## config.mk

```make
export PLATFORM = sky130hd
export DESIGN_NAME = face_box_smoother_forehead_roi_top_flat
export DESIGN_NICKNAME = d
export VERILOG_FILES = /design/src/rtl/core/fbs_pkg.sv /design/src/rtl/core/fbs_box_if.sv /design/src/rtl/core/fbs_roi_if.sv /design/src/rtl/core/face_box_smoother_forehead_roi_top.sv /design/src/rtl/core/fbs_front.sv /design/src/rtl/core/fbs_queue.sv /design/src/rtl/core/fbs_back.sv /design/src/flat_wrapper.sv
export VERILOG_INCLUDE_DIRS = /design/src /design/src/rtl/core
export SDC_FILE = /design/constraint.sdc
export NUM_CORES = 2
export LEC_CHECK = 0
export ABC_AREA = 1
export BUFFER_PORTS_ARGS = -buffer_cell sky130_fd_sc_hd__clkbuf_2
export CAP_MARGIN = 20
export CORE_ASPECT_RATIO = 1.2
export CORE_MARGIN = 2
export CORE_UTILIZATION = 49
export CTS_BUF_LIST = sky130_fd_sc_hd__clkbuf_8 sky130_fd_sc_hd__clkbuf_16
export DETAILED_ROUTE_END_ITERATION = 10
export SLEW_MARGIN = 20
export SYNTH_ARGS = -nofsm -noshare
export SYNTH_HDL_FRONTEND = slang
export SYNTH_HIERARCHICAL = 1
export SYNTH_SLANG_ARGS = --single-unit
```

## constraint.sdc

```tcl
create_clock -name clk -period 10.8 [get_ports clk]
set_clock_uncertainty 0.05 [all_clocks]
set_input_delay 0.54 -clock clk [delete_from_list [all_inputs] [get_ports clk]]
set_output_delay 0.54 -clock clk [all_outputs]
set_load 0.02 [all_outputs]
```

## src/rtl/core/face_box_smoother_forehead_roi_top_macros.svh

```systemverilog
// Assertion macros shared by the face box smoother RTL.
`ifndef FACE_BOX_SMOOTHER_FOREHEAD_ROI_TOP_MACROS_SVH
`define FACE_BOX_SMOOTHER_FOREHEAD_ROI_TOP_MACROS_SVH
`ifndef SYNTHESIS
// Checked property, switched off while reset is asserted.
`define FBS_ASSERT(lbl, clk, rst_n, prop) \
    lbl: assert property (@(posedge clk) disable iff (!rst_n) prop) \
        else $error("fbs assertion failed");
// Checked property that must also hold during reset.
`define FBS_ASSERT_ALWAYS(lbl, clk, prop) \
    lbl: assert property (@(posedge clk) prop) else $error("fbs assertion failed");
`else
`define FBS_ASSERT(lbl, clk, rst_n, prop)
`define FBS_ASSERT_ALWAYS(lbl, clk, prop)
`endif
`endif

```

## src/rtl/core/fbs_pkg.sv

```systemverilog
// Shared types and constants for the face box smoother.
`timescale 1ns / 1ps
package fbs_pkg;

    localparam int BOX_W   = 9;
    localparam int SCALE_W = 4;
    localparam int COORD_W = 13;
    localparam int CORNERS = 4;

    localparam logic [SCALE_W-1:0] SCALE_RESET = SCALE_W'(7);
    localparam logic [COORD_W-1:0] COORD_MAX   = '1;

    localparam int WINDOW_DEFAULT      = 8;
    localparam int QUEUE_DEPTH_DEFAULT = 4;

    // Reciprocal constants for the forehead fractions. Each gives an exact
    // floor quotient over the full range of its numerator.
    localparam int          DIV10_SHIFT = 20;
    localparam int unsigned DIV10_MUL   = ((1 << DIV10_SHIFT) + 9) / 10;
    localparam int unsigned X3_MUL      = 3 * DIV10_MUL;
    localparam int unsigned X7_MUL      = 7 * DIV10_MUL;
    localparam int          X3_MUL_W    = $clog2(X3_MUL + 1);
    localparam int          X7_MUL_W    = $clog2(X7_MUL + 1);

    localparam int          DIV20_SHIFT = 18;
    localparam int unsigned DIV20_MUL   = ((1 << DIV20_SHIFT) + 19) / 20;
    localparam int          DIV20_MUL_W = $clog2(DIV20_MUL + 1);

    localparam int          DIV5_SHIFT  = 16;
    localparam int unsigned DIV5_MUL    = ((1 << DIV5_SHIFT) + 4) / 5;
    localparam int          DIV5_MUL_W  = $clog2(DIV5_MUL + 1);

    typedef logic [CORNERS-1:0][COORD_W-1:0] corners_t;

    typedef struct packed {
        logic empty;
        logic full;
    } fbs_q_stat_t;

endpackage

```

## src/rtl/core/fbs_box_if.sv

```systemverilog
// Input channel carrying one detected face box per word.
`timescale 1ns / 1ps
interface fbs_box_if;
    import fbs_pkg::*;

    logic               valid;
    logic               ready;
    logic [BOX_W-1:0]   box_x;
    logic [BOX_W-1:0]   box_y;
    logic [BOX_W-1:0]   box_w;
    logic [BOX_W-1:0]   box_h;

    modport source (output valid, output box_x, output box_y, output box_w,
                     output box_h, input ready);
    modport sink   (input valid, input box_x, input box_y, input box_w,
                    input box_h, output ready);
endinterface

```

## src/rtl/core/fbs_roi_if.sv

```systemverilog
// Output channel carrying the smoothed face box and forehead region.
`timescale 1ns / 1ps
interface fbs_roi_if;
    import fbs_pkg::*;

    logic               valid;
    logic               ready;
    logic [COORD_W-1:0] face_x;
    logic [COORD_W-1:0] face_y;
    logic [COORD_W-1:0] face_w;
    logic [COORD_W-1:0] face_h;
    logic [COORD_W-1:0] forehead_x;
    logic [COORD_W-1:0] forehead_y;
    logic [COORD_W-1:0] forehead_w;
    logic [COORD_W-1:0] forehead_h;
    logic               region_valid;
    logic               was_averaged;

    modport source (output valid, output face_x, output face_y, output face_w,
                     output face_h, output forehead_x, output forehead_y,
                     output forehead_w, output forehead_h, output region_valid,
                     output was_averaged, input ready);
    modport sink   (input valid, input face_x, input face_y, input face_w,
                    input face_h, input forehead_x, input forehead_y,
                    input forehead_w, input forehead_h, input region_valid,
                    input was_averaged, output ready);
endinterface

```

## src/rtl/core/face_box_smoother_forehead_roi_top.sv

```systemverilog
// Top level of the face box smoother with forehead region.
`timescale 1ns / 1ps
// Usage:
// box carries one detected face box per word (box_x, box_y, box_w, box_h in
// detector pixels); roi returns one word per box with the full-resolution
// face box, the forehead region, region_valid and was_averaged.
// cfg_we with cfg_wdata writes the upscale factor; write it only while idle.
// A word accepted on box passes the input stage, the queue and the back
// pipeline to roi; with roi not stalled, one word is accepted and one
// delivered every cycle. Back pipeline: reciprocal multiply for the mean,
// face size subtraction, forehead reciprocal multiplies, output register.
// The first WINDOW boxes pass through; after that each result is the mean
// of the previous WINDOW boxes.
// Reset clears the window, the sums and the queue and sets the factor to 7.
// When roi stalls, the back pipeline holds, the front end fills a four-word
// queue, and box.ready falls once the queue and the input stage are full.
module face_box_smoother_forehead_roi_top #(
    parameter int WINDOW      = fbs_pkg::WINDOW_DEFAULT,
    parameter int QUEUE_DEPTH = fbs_pkg::QUEUE_DEPTH_DEFAULT
) (
    input  logic                        clk,
    input  logic                        rst_n,
    fbs_box_if.sink                     box,
    fbs_roi_if.source                   roi,
    input  logic                        cfg_we,
    input  logic [fbs_pkg::SCALE_W-1:0] cfg_wdata
);
    import fbs_pkg::*;

    localparam int SUM_W   = COORD_W + $clog2(WINDOW);
    localparam int ENTRY_W = CORNERS * SUM_W + 1;

    logic [SCALE_W-1:0] scale_reg;
    fbs_q_stat_t        q_stat;
    logic               push;
    logic               pop;
    logic [ENTRY_W-1:0] push_data;
    logic [ENTRY_W-1:0] head;

    always_ff @(posedge clk or negedge rst_n)
    begin
        if (!rst_n)
            scale_reg <= SCALE_RESET;
        else if (cfg_we)
            scale_reg <= cfg_wdata;
    end

    fbs_front #(
        .WINDOW (WINDOW),
        .SUM_W  (SUM_W)
    ) u_front (
        .clk       (clk),
        .rst_n     (rst_n),
        .box       (box),
        .scale     (scale_reg),
        .q_stat    (q_stat),
        .push      (push),
        .push_data (push_data)
    );

    fbs_queue #(
        .DEPTH  (QUEUE_DEPTH),
        .DATA_W (ENTRY_W)
    ) u_queue (
        .clk       (clk),
        .rst_n     (rst_n),
        .push      (push),
        .push_data (push_data),
        .pop       (pop),
        .head      (head),
        .q_stat    (q_stat)
    );

    fbs_back #(
        .WINDOW (WINDOW),
        .SUM_W  (SUM_W)
    ) u_back (
        .clk    (clk),
        .rst_n  (rst_n),
        .q_stat (q_stat),
        .head   (head),
        .pop    (pop),
        .roi    (roi)
    );

endmodule

```

## src/rtl/core/fbs_front.sv

```systemverilog
// Front end: scales incoming boxes and keeps the window of corners and sums.
`timescale 1ns / 1ps
`include "face_box_smoother_forehead_roi_top_macros.svh"
module fbs_front #(
    parameter int WINDOW = fbs_pkg::WINDOW_DEFAULT,
    parameter int SUM_W  = fbs_pkg::COORD_W + $clog2(fbs_pkg::WINDOW_DEFAULT)
) (
    input  logic                                 clk,
    input  logic                                 rst_n,
    fbs_box_if.sink                              box,
    input  logic [fbs_pkg::SCALE_W-1:0]          scale,
    input  fbs_pkg::fbs_q_stat_t                 q_stat,
    output logic                                 push,
    output logic [fbs_pkg::CORNERS*SUM_W:0]      push_data
);
    import fbs_pkg::*;

    localparam int FILL_W = $clog2(WINDOW + 1);
    localparam int PROD_W = BOX_W + 1 + SCALE_W;

    typedef logic [CORNERS-1:0][SUM_W-1:0] sums_t;

    function automatic logic [COORD_W-1:0] scale_corner(
        input logic [BOX_W:0]     v,
        input logic [SCALE_W-1:0] s
    );
        logic [PROD_W-1:0] prod;
        prod = PROD_W'(v) * PROD_W'(s);
        return (prod > PROD_W'(COORD_MAX)) ? COORD_MAX : prod[COORD_W-1:0];
    endfunction

    logic              accept;
    logic              full;
    logic              s1_valid_reg;
    logic              s1_valid_next;
    corners_t          cur_reg;
    corners_t          cur_next;
    corners_t          line_reg [WINDOW];
    logic [FILL_W-1:0] fill_reg;
    logic [FILL_W-1:0] fill_next;
    sums_t             sum_reg;
    sums_t             sum_next;
    sums_t             out_v;

    assign full      = (fill_reg == FILL_W'(WINDOW));
    assign push      = s1_valid_reg && !q_stat.full;
    assign box.ready = !s1_valid_reg || push;
    assign accept    = box.valid && box.ready;

    always_comb
    begin
        cur_next[0] = scale_corner({1'b0, box.box_x}, scale);
        cur_next[1] = scale_corner({1'b0, box.box_y}, scale);
        cur_next[2] = scale_corner({1'b0, box.box_x} + {1'b0, box.box_w}, scale);
        cur_next[3] = scale_corner({1'b0, box.box_y} + {1'b0, box.box_h}, scale);

        if (accept)
            s1_valid_next = 1'b1;
        else if (push)
            s1_valid_next = 1'b0;
        else
            s1_valid_next = s1_valid_reg;
    end

    // Once the window is full the oldest set sits at the tail of the line
    // and leaves the sums as the current set enters.
    always_comb
    begin
        fill_next = fill_reg;
        sum_next  = sum_reg;
        if (push)
        begin
            if (!full)
                fill_next = fill_reg + 1'b1;
            for (int k = 0; k < CORNERS; k++)
            begin
                sum_next[k] = sum_reg[k] + SUM_W'(cur_reg[k])
                              - (full ? SUM_W'(line_reg[WINDOW-1][k]) : '0);
            end
        end
        for (int k = 0; k < CORNERS; k++)
            out_v[k] = full ? sum_reg[k] : SUM_W'(cur_reg[k]);
    end

    assign push_data = {full, out_v};

    always_ff @(posedge clk or negedge rst_n)
    begin
        if (!rst_n)
        begin
            s1_valid_reg <= 1'b0;
            fill_reg     <= '0;
            sum_reg      <= '0;
        end
        else
        begin
            s1_valid_reg <= s1_valid_next;
            fill_reg     <= fill_next;
            sum_reg      <= sum_next;
        end
    end

    always_ff @(posedge clk)
    begin
        if (accept)
            cur_reg <= cur_next;
        if (push)
        begin
            line_reg[0] <= cur_reg;
            for (int i = 1; i < WINDOW; i++)
                line_reg[i] <= line_reg[i-1];
        end
    end

    `FBS_ASSERT(a_fill_counts_up, clk, rst_n, push && !full |=> fill_reg == $past(fill_reg) + 1'b1)
    `FBS_ASSERT(a_full_stays, clk, rst_n, full |=> full)

endmodule

```

## src/rtl/core/fbs_queue.sv

```systemverilog
// Short queue decoupling the front end from the back end.
`timescale 1ns / 1ps
`include "face_box_smoother_forehead_roi_top_macros.svh"
module fbs_queue #(
    parameter int DEPTH  = fbs_pkg::QUEUE_DEPTH_DEFAULT,
    parameter int DATA_W = 8
) (
    input  logic                 clk,
    input  logic                 rst_n,
    input  logic                 push,
    input  logic [DATA_W-1:0]    push_data,
    input  logic                 pop,
    output logic [DATA_W-1:0]    head,
    output fbs_pkg::fbs_q_stat_t q_stat
);
    import fbs_pkg::*;

    localparam int PTR_W   = $clog2(DEPTH);
    localparam int COUNT_W = $clog2(DEPTH + 1);

    logic [DATA_W-1:0]  entry_reg [DEPTH];
    logic [PTR_W-1:0]   wr_ptr_reg;
    logic [PTR_W-1:0]   wr_ptr_next;
    logic [PTR_W-1:0]   rd_ptr_reg;
    logic [PTR_W-1:0]   rd_ptr_next;
    logic [COUNT_W-1:0] count_reg;
    logic [COUNT_W-1:0] count_next;

    assign q_stat.empty = (count_reg == '0);
    assign q_stat.full  = (count_reg == COUNT_W'(DEPTH));
    assign head         = entry_reg[rd_ptr_reg];

    always_comb
    begin
        wr_ptr_next = wr_ptr_reg;
        rd_ptr_next = rd_ptr_reg;
        count_next  = count_reg;
        if (push)
            wr_ptr_next = (wr_ptr_reg == PTR_W'(DEPTH - 1)) ? '0 : wr_ptr_reg + 1'b1;
        if (pop)
            rd_ptr_next = (rd_ptr_reg == PTR_W'(DEPTH - 1)) ? '0 : rd_ptr_reg + 1'b1;
        if (push && !pop)
            count_next = count_reg + 1'b1;
        else if (pop && !push)
            count_next = count_reg - 1'b1;
    end

    always_ff @(posedge clk or negedge rst_n)
    begin
        if (!rst_n)
        begin
            wr_ptr_reg <= '0;
            rd_ptr_reg <= '0;
            count_reg  <= '0;
        end
        else
        begin
            wr_ptr_reg <= wr_ptr_next;
            rd_ptr_reg <= rd_ptr_next;
            count_reg  <= count_next;
        end
    end

    always_ff @(posedge clk)
    begin
        if (push)
            entry_reg[wr_ptr_reg] <= push_data;
    end

    `FBS_ASSERT(a_q_count_bound, clk, rst_n, count_reg <= COUNT_W'(DEPTH))
    `FBS_ASSERT(a_q_no_underflow, clk, rst_n, pop |-> !q_stat.empty)

endmodule

```

## src/rtl/core/fbs_back.sv

```systemverilog
// Back end: window mean, face size and forehead region, with output register.
`timescale 1ns / 1ps
`include "face_box_smoother_forehead_roi_top_macros.svh"
module fbs_back #(
    parameter int WINDOW = fbs_pkg::WINDOW_DEFAULT,
    parameter int SUM_W  = fbs_pkg::COORD_W + $clog2(fbs_pkg::WINDOW_DEFAULT)
) (
    input  logic                             clk,
    input  logic                             rst_n,
    input  fbs_pkg::fbs_q_stat_t             q_stat,
    input  logic [fbs_pkg::CORNERS*SUM_W:0]  head,
    output logic                             pop,
    fbs_roi_if.source                        roi
);
    import fbs_pkg::*;

    // Mean by multiplication with a rounded-up reciprocal of the window size;
    // exact for every sum the window can hold.
    localparam int              DIV_SHIFT = SUM_W + $clog2(WINDOW);
    localparam longint unsigned MEAN_MUL  =
        ((64'd1 << DIV_SHIFT) + WINDOW - 1) / WINDOW;
    localparam int              MUL_W     = SUM_W + 1;

    typedef logic [CORNERS-1:0][SUM_W-1:0] sums_t;

    logic                       back_en;

    logic                       b1_valid_reg;
    logic                       b1_avg_reg;
    sums_t                      b1_v_reg;
    logic [SUM_W+MUL_W-1:0]     mean_prod [CORNERS];
    corners_t                   res_next;

    logic                       b2_valid_reg;
    logic                       b2_avg_reg;
    corners_t                   res_reg;
    logic [COORD_W-1:0]         fw_next;
    logic [COORD_W-1:0]         fh_next;

    logic                       b3_valid_reg;
    logic                       b3_avg_reg;
    logic                       b3_rv_reg;
    logic [COORD_W-1:0]         b3_x_reg;
    logic [COORD_W-1:0]         b3_y_reg;
    logic [COORD_W-1:0]         b3_fw_reg;
    logic [COORD_W-1:0]         b3_fh_reg;
    logic [COORD_W+X3_MUL_W-1:0]    p3;
    logic [COORD_W+X7_MUL_W-1:0]    p7;
    logic [COORD_W+DIV20_MUL_W-1:0] p20;
    logic [COORD_W+DIV5_MUL_W-1:0]  p5;

    logic                       b4_valid_reg;
    logic                       b4_avg_reg;
    logic                       b4_rv_reg;
    logic [COORD_W-1:0]         b4_x_reg;
    logic [COORD_W-1:0]         b4_y_reg;
    logic [COORD_W-1:0]         b4_fw_reg;
    logic [COORD_W-1:0]         b4_fh_reg;
    logic [COORD_W-1:0]         q3_reg;
    logic [COORD_W-1:0]         q7_reg;
    logic [COORD_W-1:0]         q20_reg;
    logic [COORD_W-1:0]         q5_reg;

    logic                       out_valid_reg;
    logic [COORD_W-1:0]         face_x_reg;
    logic [COORD_W-1:0]         face_y_reg;
    logic [COORD_W-1:0]         face_w_reg;
    logic [COORD_W-1:0]         face_h_reg;
    logic [COORD_W-1:0]         fore_x_reg;
    logic [COORD_W-1:0]         fore_y_reg;
    logic [COORD_W-1:0]         fore_w_reg;
    logic [COORD_W-1:0]         fore_h_reg;
    logic                       rv_reg;
    logic                       avg_reg;

    // The whole back pipeline advances together whenever the output word
    // is free or being taken.
    assign back_en = !out_valid_reg || roi.ready;
    assign pop     = back_en && !q_stat.empty;

    always_comb
    begin
        for (int k = 0; k < CORNERS; k++)
        begin
            mean_prod[k] = b1_v_reg[k] * MUL_W'(MEAN_MUL);
            res_next[k]  = b1_avg_reg ? COORD_W'(mean_prod[k] >> DIV_SHIFT)
                                      : b1_v_reg[k][COORD_W-1:0];
        end
        fw_next = (res_reg[2] >= res_reg[0]) ? res_reg[2] - res_reg[0] : '0;
        fh_next = (res_reg[3] >= res_reg[1]) ? res_reg[3] - res_reg[1] : '0;
        p3  = b3_fw_reg * X3_MUL_W'(X3_MUL);
        p7  = b3_fw_reg * X7_MUL_W'(X7_MUL);
        p20 = b3_fh_reg * DIV20_MUL_W'(DIV20_MUL);
        p5  = b3_fh_reg * DIV5_MUL_W'(DIV5_MUL);
    end

    always_ff @(posedge clk or negedge rst_n)
    begin
        if (!rst_n)
        begin
            b1_valid_reg  <= 1'b0;
            b2_valid_reg  <= 1'b0;
            b3_valid_reg  <= 1'b0;
            b4_valid_reg  <= 1'b0;
            out_valid_reg <= 1'b0;
        end
        else if (back_en)
        begin
            b1_valid_reg  <= pop;
            b2_valid_reg  <= b1_valid_reg;
            b3_valid_reg  <= b2_valid_reg;
            b4_valid_reg  <= b3_valid_reg;
            out_valid_reg <= b4_valid_reg;
        end
    end

    always_ff @(posedge clk)
    begin
        if (back_en)
        begin
            b1_avg_reg <= head[CORNERS*SUM_W];
            b1_v_reg   <= head[CORNERS*SUM_W-1:0];

            b2_avg_reg <= b1_avg_reg;
            res_reg    <= res_next;

            b3_avg_reg <= b2_avg_reg;
            b3_x_reg   <= res_reg[0];
            b3_y_reg   <= res_reg[1];
            b3_fw_reg  <= fw_next;
            b3_fh_reg  <= fh_next;
            b3_rv_reg  <= (fw_next != '0) && (fh_next != '0);

            b4_avg_reg <= b3_avg_reg;
            b4_rv_reg  <= b3_rv_reg;
            b4_x_reg   <= b3_x_reg;
            b4_y_reg   <= b3_y_reg;
            b4_fw_reg  <= b3_fw_reg;
            b4_fh_reg  <= b3_fh_reg;
            q3_reg     <= COORD_W'(p3 >> DIV10_SHIFT);
            q7_reg     <= COORD_W'(p7 >> DIV10_SHIFT);
            q20_reg    <= COORD_W'(p20 >> DIV20_SHIFT);
            q5_reg     <= COORD_W'(p5 >> DIV5_SHIFT);

            // The forehead never passes the right or bottom edge, so these
            // sums stay within the coordinate range.
            face_x_reg <= b4_x_reg;
            face_y_reg <= b4_y_reg;
            face_w_reg <= b4_fw_reg;
            face_h_reg <= b4_fh_reg;
            fore_x_reg <= b4_rv_reg ? b4_x_reg + q3_reg : '0;
            fore_y_reg <= b4_rv_reg ? b4_y_reg + q20_reg : '0;
            fore_w_reg <= b4_rv_reg ? q7_reg - q3_reg : '0;
            fore_h_reg <= b4_rv_reg ? q5_reg - q20_reg : '0;
            rv_reg     <= b4_rv_reg;
            avg_reg    <= b4_avg_reg;
        end
    end

    assign roi.valid        = out_valid_reg;
    assign roi.face_x       = face_x_reg;
    assign roi.face_y       = face_y_reg;
    assign roi.face_w       = face_w_reg;
    assign roi.face_h       = face_h_reg;
    assign roi.forehead_x   = fore_x_reg;
    assign roi.forehead_y   = fore_y_reg;
    assign roi.forehead_w   = fore_w_reg;
    assign roi.forehead_h   = fore_h_reg;
    assign roi.region_valid = rv_reg;
    assign roi.was_averaged = avg_reg;

    `FBS_ASSERT(a_empty_region_zero, clk, rst_n, roi.valid && !roi.region_valid |-> roi.forehead_w == '0 && roi.forehead_h == '0 && roi.forehead_x == '0)

endmodule
```

## src/flat_wrapper.sv

```systemverilog
// flat-port wrapper written by rule: the top's interface ports become plain ports
module face_box_smoother_forehead_roi_top_flat import fbs_pkg::*;
#(
    parameter int WINDOW      = fbs_pkg::WINDOW_DEFAULT,
    parameter int QUEUE_DEPTH = fbs_pkg::QUEUE_DEPTH_DEFAULT
)
  (clk, rst_n, cfg_we, cfg_wdata, box_valid, box_box_x, box_box_y, box_box_w, box_box_h, box_ready, roi_valid, roi_face_x, roi_face_y, roi_face_w, roi_face_h, roi_forehead_x, roi_forehead_y, roi_forehead_w, roi_forehead_h, roi_region_valid, roi_was_averaged, roi_ready);
  fbs_box_if box_i ();
  fbs_roi_if roi_i ();
  input  logic clk;
  input  logic rst_n;
  input  logic cfg_we;
  input  logic [fbs_pkg::SCALE_W-1:0] cfg_wdata;
  input wire logic [$bits(box_i.valid)-1:0] box_valid;
  input wire logic [$bits(box_i.box_x)-1:0] box_box_x;
  input wire logic [$bits(box_i.box_y)-1:0] box_box_y;
  input wire logic [$bits(box_i.box_w)-1:0] box_box_w;
  input wire logic [$bits(box_i.box_h)-1:0] box_box_h;
  output wire logic [$bits(box_i.ready)-1:0] box_ready;
  output wire logic [$bits(roi_i.valid)-1:0] roi_valid;
  output wire logic [$bits(roi_i.face_x)-1:0] roi_face_x;
  output wire logic [$bits(roi_i.face_y)-1:0] roi_face_y;
  output wire logic [$bits(roi_i.face_w)-1:0] roi_face_w;
  output wire logic [$bits(roi_i.face_h)-1:0] roi_face_h;
  output wire logic [$bits(roi_i.forehead_x)-1:0] roi_forehead_x;
  output wire logic [$bits(roi_i.forehead_y)-1:0] roi_forehead_y;
  output wire logic [$bits(roi_i.forehead_w)-1:0] roi_forehead_w;
  output wire logic [$bits(roi_i.forehead_h)-1:0] roi_forehead_h;
  output wire logic [$bits(roi_i.region_valid)-1:0] roi_region_valid;
  output wire logic [$bits(roi_i.was_averaged)-1:0] roi_was_averaged;
  input wire logic [$bits(roi_i.ready)-1:0] roi_ready;
  assign box_i.valid = box_valid;
  assign box_i.box_x = box_box_x;
  assign box_i.box_y = box_box_y;
  assign box_i.box_w = box_box_w;
  assign box_i.box_h = box_box_h;
  assign box_ready = box_i.ready;
  assign roi_valid = roi_i.valid;
  assign roi_face_x = roi_i.face_x;
  assign roi_face_y = roi_i.face_y;
  assign roi_face_w = roi_i.face_w;
  assign roi_face_h = roi_i.face_h;
  assign roi_forehead_x = roi_i.forehead_x;
  assign roi_forehead_y = roi_i.forehead_y;
  assign roi_forehead_w = roi_i.forehead_w;
  assign roi_forehead_h = roi_i.forehead_h;
  assign roi_region_valid = roi_i.region_valid;
  assign roi_was_averaged = roi_i.was_averaged;
  assign roi_i.ready = roi_ready;
  face_box_smoother_forehead_roi_top #(.WINDOW(WINDOW), .QUEUE_DEPTH(QUEUE_DEPTH)) u_core (.clk(clk), .rst_n(rst_n), .box(box_i), .roi(roi_i), .cfg_we(cfg_we), .cfg_wdata(cfg_wdata));
endmodule
```

==> summary.md <==
| Metric | Value |
|---|---|
| Status | `finished clean` |
| Final Max Tran Viols | `0` |
| WHS Endpoint | `u_core/scale_reg[3]` |
| RSZ-0062 raised after global routing | `no` |
| # IOs | `approximately 150` |
| CP Capture Type | `register` |
| Initial Utilization | `around half` |
| H-tree depth | `3` |
| GPL Wtd Cong | `just over 0.9` |
| Detailed-route via count | `41100` |
| Fmax | `roughly 180 MHz` |
| Largest net degree at the start of global routing | `roughly 180` |
| CTS clk-pin slew, worst paths | `~0.070 ns` |
| Slew HR | `roughly 30%` |
| Crit path required time | `11.26 ns` |
| Synth top area share | `50.1%` |
| Post-DR wirelength/cell | `roughly 17 µm` |
| Placed wire-length estimate | `103000 µm` |
| R2R Path Start | `u_core/u_back/b3_fw_reg[4]` |
| ANT nets after route | `0` |
| Share of layout cells above drive strength 1 | `under 10%` |
| Fin nets | `slightly above 7000` |
| Vias/cell | `4.93` |
| Worst slew pin tran | `1.05 ns` |
| 1st-pass router iterations | `5` |
| Crit. Startpoint | `u_core/u_back/b3_fw_reg[4]` |
| CTS Root Cell | `clkbuf_16` |
| Min-delay worst type | `input port to register` |
| GR Util All Layers | `roughly a fifth` |
| Die area | `137000 µm²` |
| Worst reg2reg setup slack | `~5.3 ns` |
| Critical path launch point type | `register` |
| Post-CTS Setup Repair Bufs | `0` |
| Post-synth EDFFs | `about 1100` |
| Worst hold margin | `0.0719 ns` |
| Seq/Total Area, Yosys | `a little over half` |
| Synth warnings | `6` |
| CTS tree | `yes` |
| Global route total overflow | `0` |
| Hold path depth | `4` |
| Largest register FFs | `about 420` |
| Most frequent cell after synthesis | `inv_1` |
| Top post-synthesis cells by area | `edfxtp_1 50%, ha_1 9.1%, fa_1 8.7%` |
| First-pass GRT wire length | `approximately 220000 µm` |
| Number of port buffers | `152` |
| Num CTS Buffers | `roughly 120` |
| Hold_buf cts | `13` |
| Clk_lat worst skew | `~0.76 ns` |
| Netlist cell types | `between 50 and 60` |
| Mapped cell area | `~66000 µm²` |
| Reg area | `35000 µm²` |
| Max Root-Sink Buffers | `3` |
| Final Cycle Share | `between 50% and 60%` |
| Critical path class | `register to register` |
| Yosys reg bits | `approximately 1200` |
| Final WL | `roughly 140000 µm` |
| Vias in the first global route | `a little over 40000` |
| Yosys top cell by area | `edfxtp_1` |
| DRC violations left | `0` |
| Setup TNS Final | `0 ns` |
| Syn avg cell area | `between 10 and 15 µm²` |
| Min cycle time layout | `between 5 and 6 ns` |
| Crit path DAT | `5.95 ns` |
| Die span in y | `between 400 and 500 µm` |
| Initial antenna violation count | `3` |
| Ys async rst share | `under 10%` |
| Std-Cell Rows | `147` |
| Clk sinks | `between 1000 and 1500` |
| Fill count | `11700` |
| Syn Inst Count | `approximately 6300` |
| Syn_nets | `just over 7000` |
| Die X | `between 300 and 400 µm` |
| Final hold vios | `0` |
| Area Overhead vs Synth | `10.4%` |
| Post_cts resized | `0` |
| Max-Cap Viols | `0` |
| Worst hold start | `cfg_we` |
| Setup violators final | `0` |
| Most used DFF post-synth | `edfxtp_1` |
| Footprint of the multi-input gates | `25000 µm²` |
| Drt first-iter violations | `2616` |
| Reg2reg end | `u_core/u_back/q7_reg[11]` |
| R2R cell count | `18` |
| Post-synth top cells | `1373 x inv_1, 1304 x nand2_1, 1095 x edfxtp_1` |
| Core area | `between 100000 and 150000 µm²` |
| Crit path max fanout | `10` |
worst max-delay path, stage by stage, from the launching register on:
cell and delay, ns:
edfxtp_1 0.76, ha_1 0.30, inv_1 0.09, fa_1 0.54
inv_1 0.13, fa_1 0.62, fa_1 0.58, inv_1 0.06
fa_1 0.53, inv_1 0.04, ha_1 0.34, a21oi_1 0.23
o21ai_0 0.12, a21oi_1 0.27, o21ai_0 0.17, a21oi_1 0.20
nand2_1 0.08, nand2_1 0.06, nand2_1 0.06
layout by cell type (no fill, tap or decap), drive strengths merged, types with 67 or more instances in the layout:
cell type | Yosys | final
a21oi | 246 | 246
clkbuf | 40 | 284
dfrtp | 82 | 82
edfxtp | 1095 | 1095
fa | 284 | 284
ha | 476 | 476
inv | 1376 | 1404
nand2 | 1316 | 1316
nand3 | 197 | 197
nor2 | 371 | 371
o211ai | 136 | 136
o21ai | 242 | 242
xor2 | 67 | 67
worst max-delay path by stage:
stage | end | slack, ns | cells after the start
global placement | u_core/u_back/q7_reg[11] | 5.39 | 18
finish | u_core/u_back/q7_reg[11] | 5.31 | 18
CTS | u_core/u_back/q3_reg[9] | 5.30 | 20
global route | u_core/u_back/q7_reg[11] | 5.02 | 18
detailed placement | u_core/u_back/q7_reg[11] | 5.34 | 18
floorplan | u_core/u_back/b4_valid_reg | 2.21 | 3
metal layers:
| metal | global-route usage [%] | wire length (µm) | up-vias |
|---|---|---|---|
| li1 | - | - | 20800 |
| met1 | 26.5 | 61900 | 19500 |
| met2 | 35.8 | 68200 | 640 |
| met3 | 2.50 | 4750 | 197 |
| met4 | 6.92 | 3950 | 0 |
| met5 | 0 | 0 | - |
metrics by stage:
step / area (µm²) / cells / utilization, % / setup WS, ns
3_3_place_gp: 68400 / 8116 / 51.3 / 5.39
3_5_place_dp: 68400 / 8116 / 51.3 / 5.34
5_1_grt: 72500 / 8350 / 54.4 / 5.02
4_1_cts: 72500 / 8349 / 54.4 / 5.30
6_report: 72500 / 8352 / 54.4 / 5.31
2_1_floorplan: 65700 / 6267 / - / 2.21
kinds of logic after synthesis:
family / share of synthesized area, %
buffers and inverters: 8.70
AOI/OAI and AO/OA: 6.38
muxes: 0.0686
adders and majority gates: 17.7
DFF: 53.3
xor gates and xnor gates: 1.36
and+or+nand+nor: 12.5
final cells by class:
| cell class | count | area share (%) |
|---|---|---|
| Clock buffer | 133 | 4.39 |
| Clock inverter | 87 | 1.11 |
| Tap cell | 1788 | 3.08 |
| Multi-Input combinational cell | 3599 | 34.5 |
| Inverter | 1377 | 7.14 |
| Sequential cell | 1180 | 48.3 |
| Timing Repair Buffer | 186 | 1.54 |
| Antenna cell | 2 | 0.00690 |
Power is not shown: default switching activity piles up to over one toggle a cycle in this logic, so the estimate is an artifact.
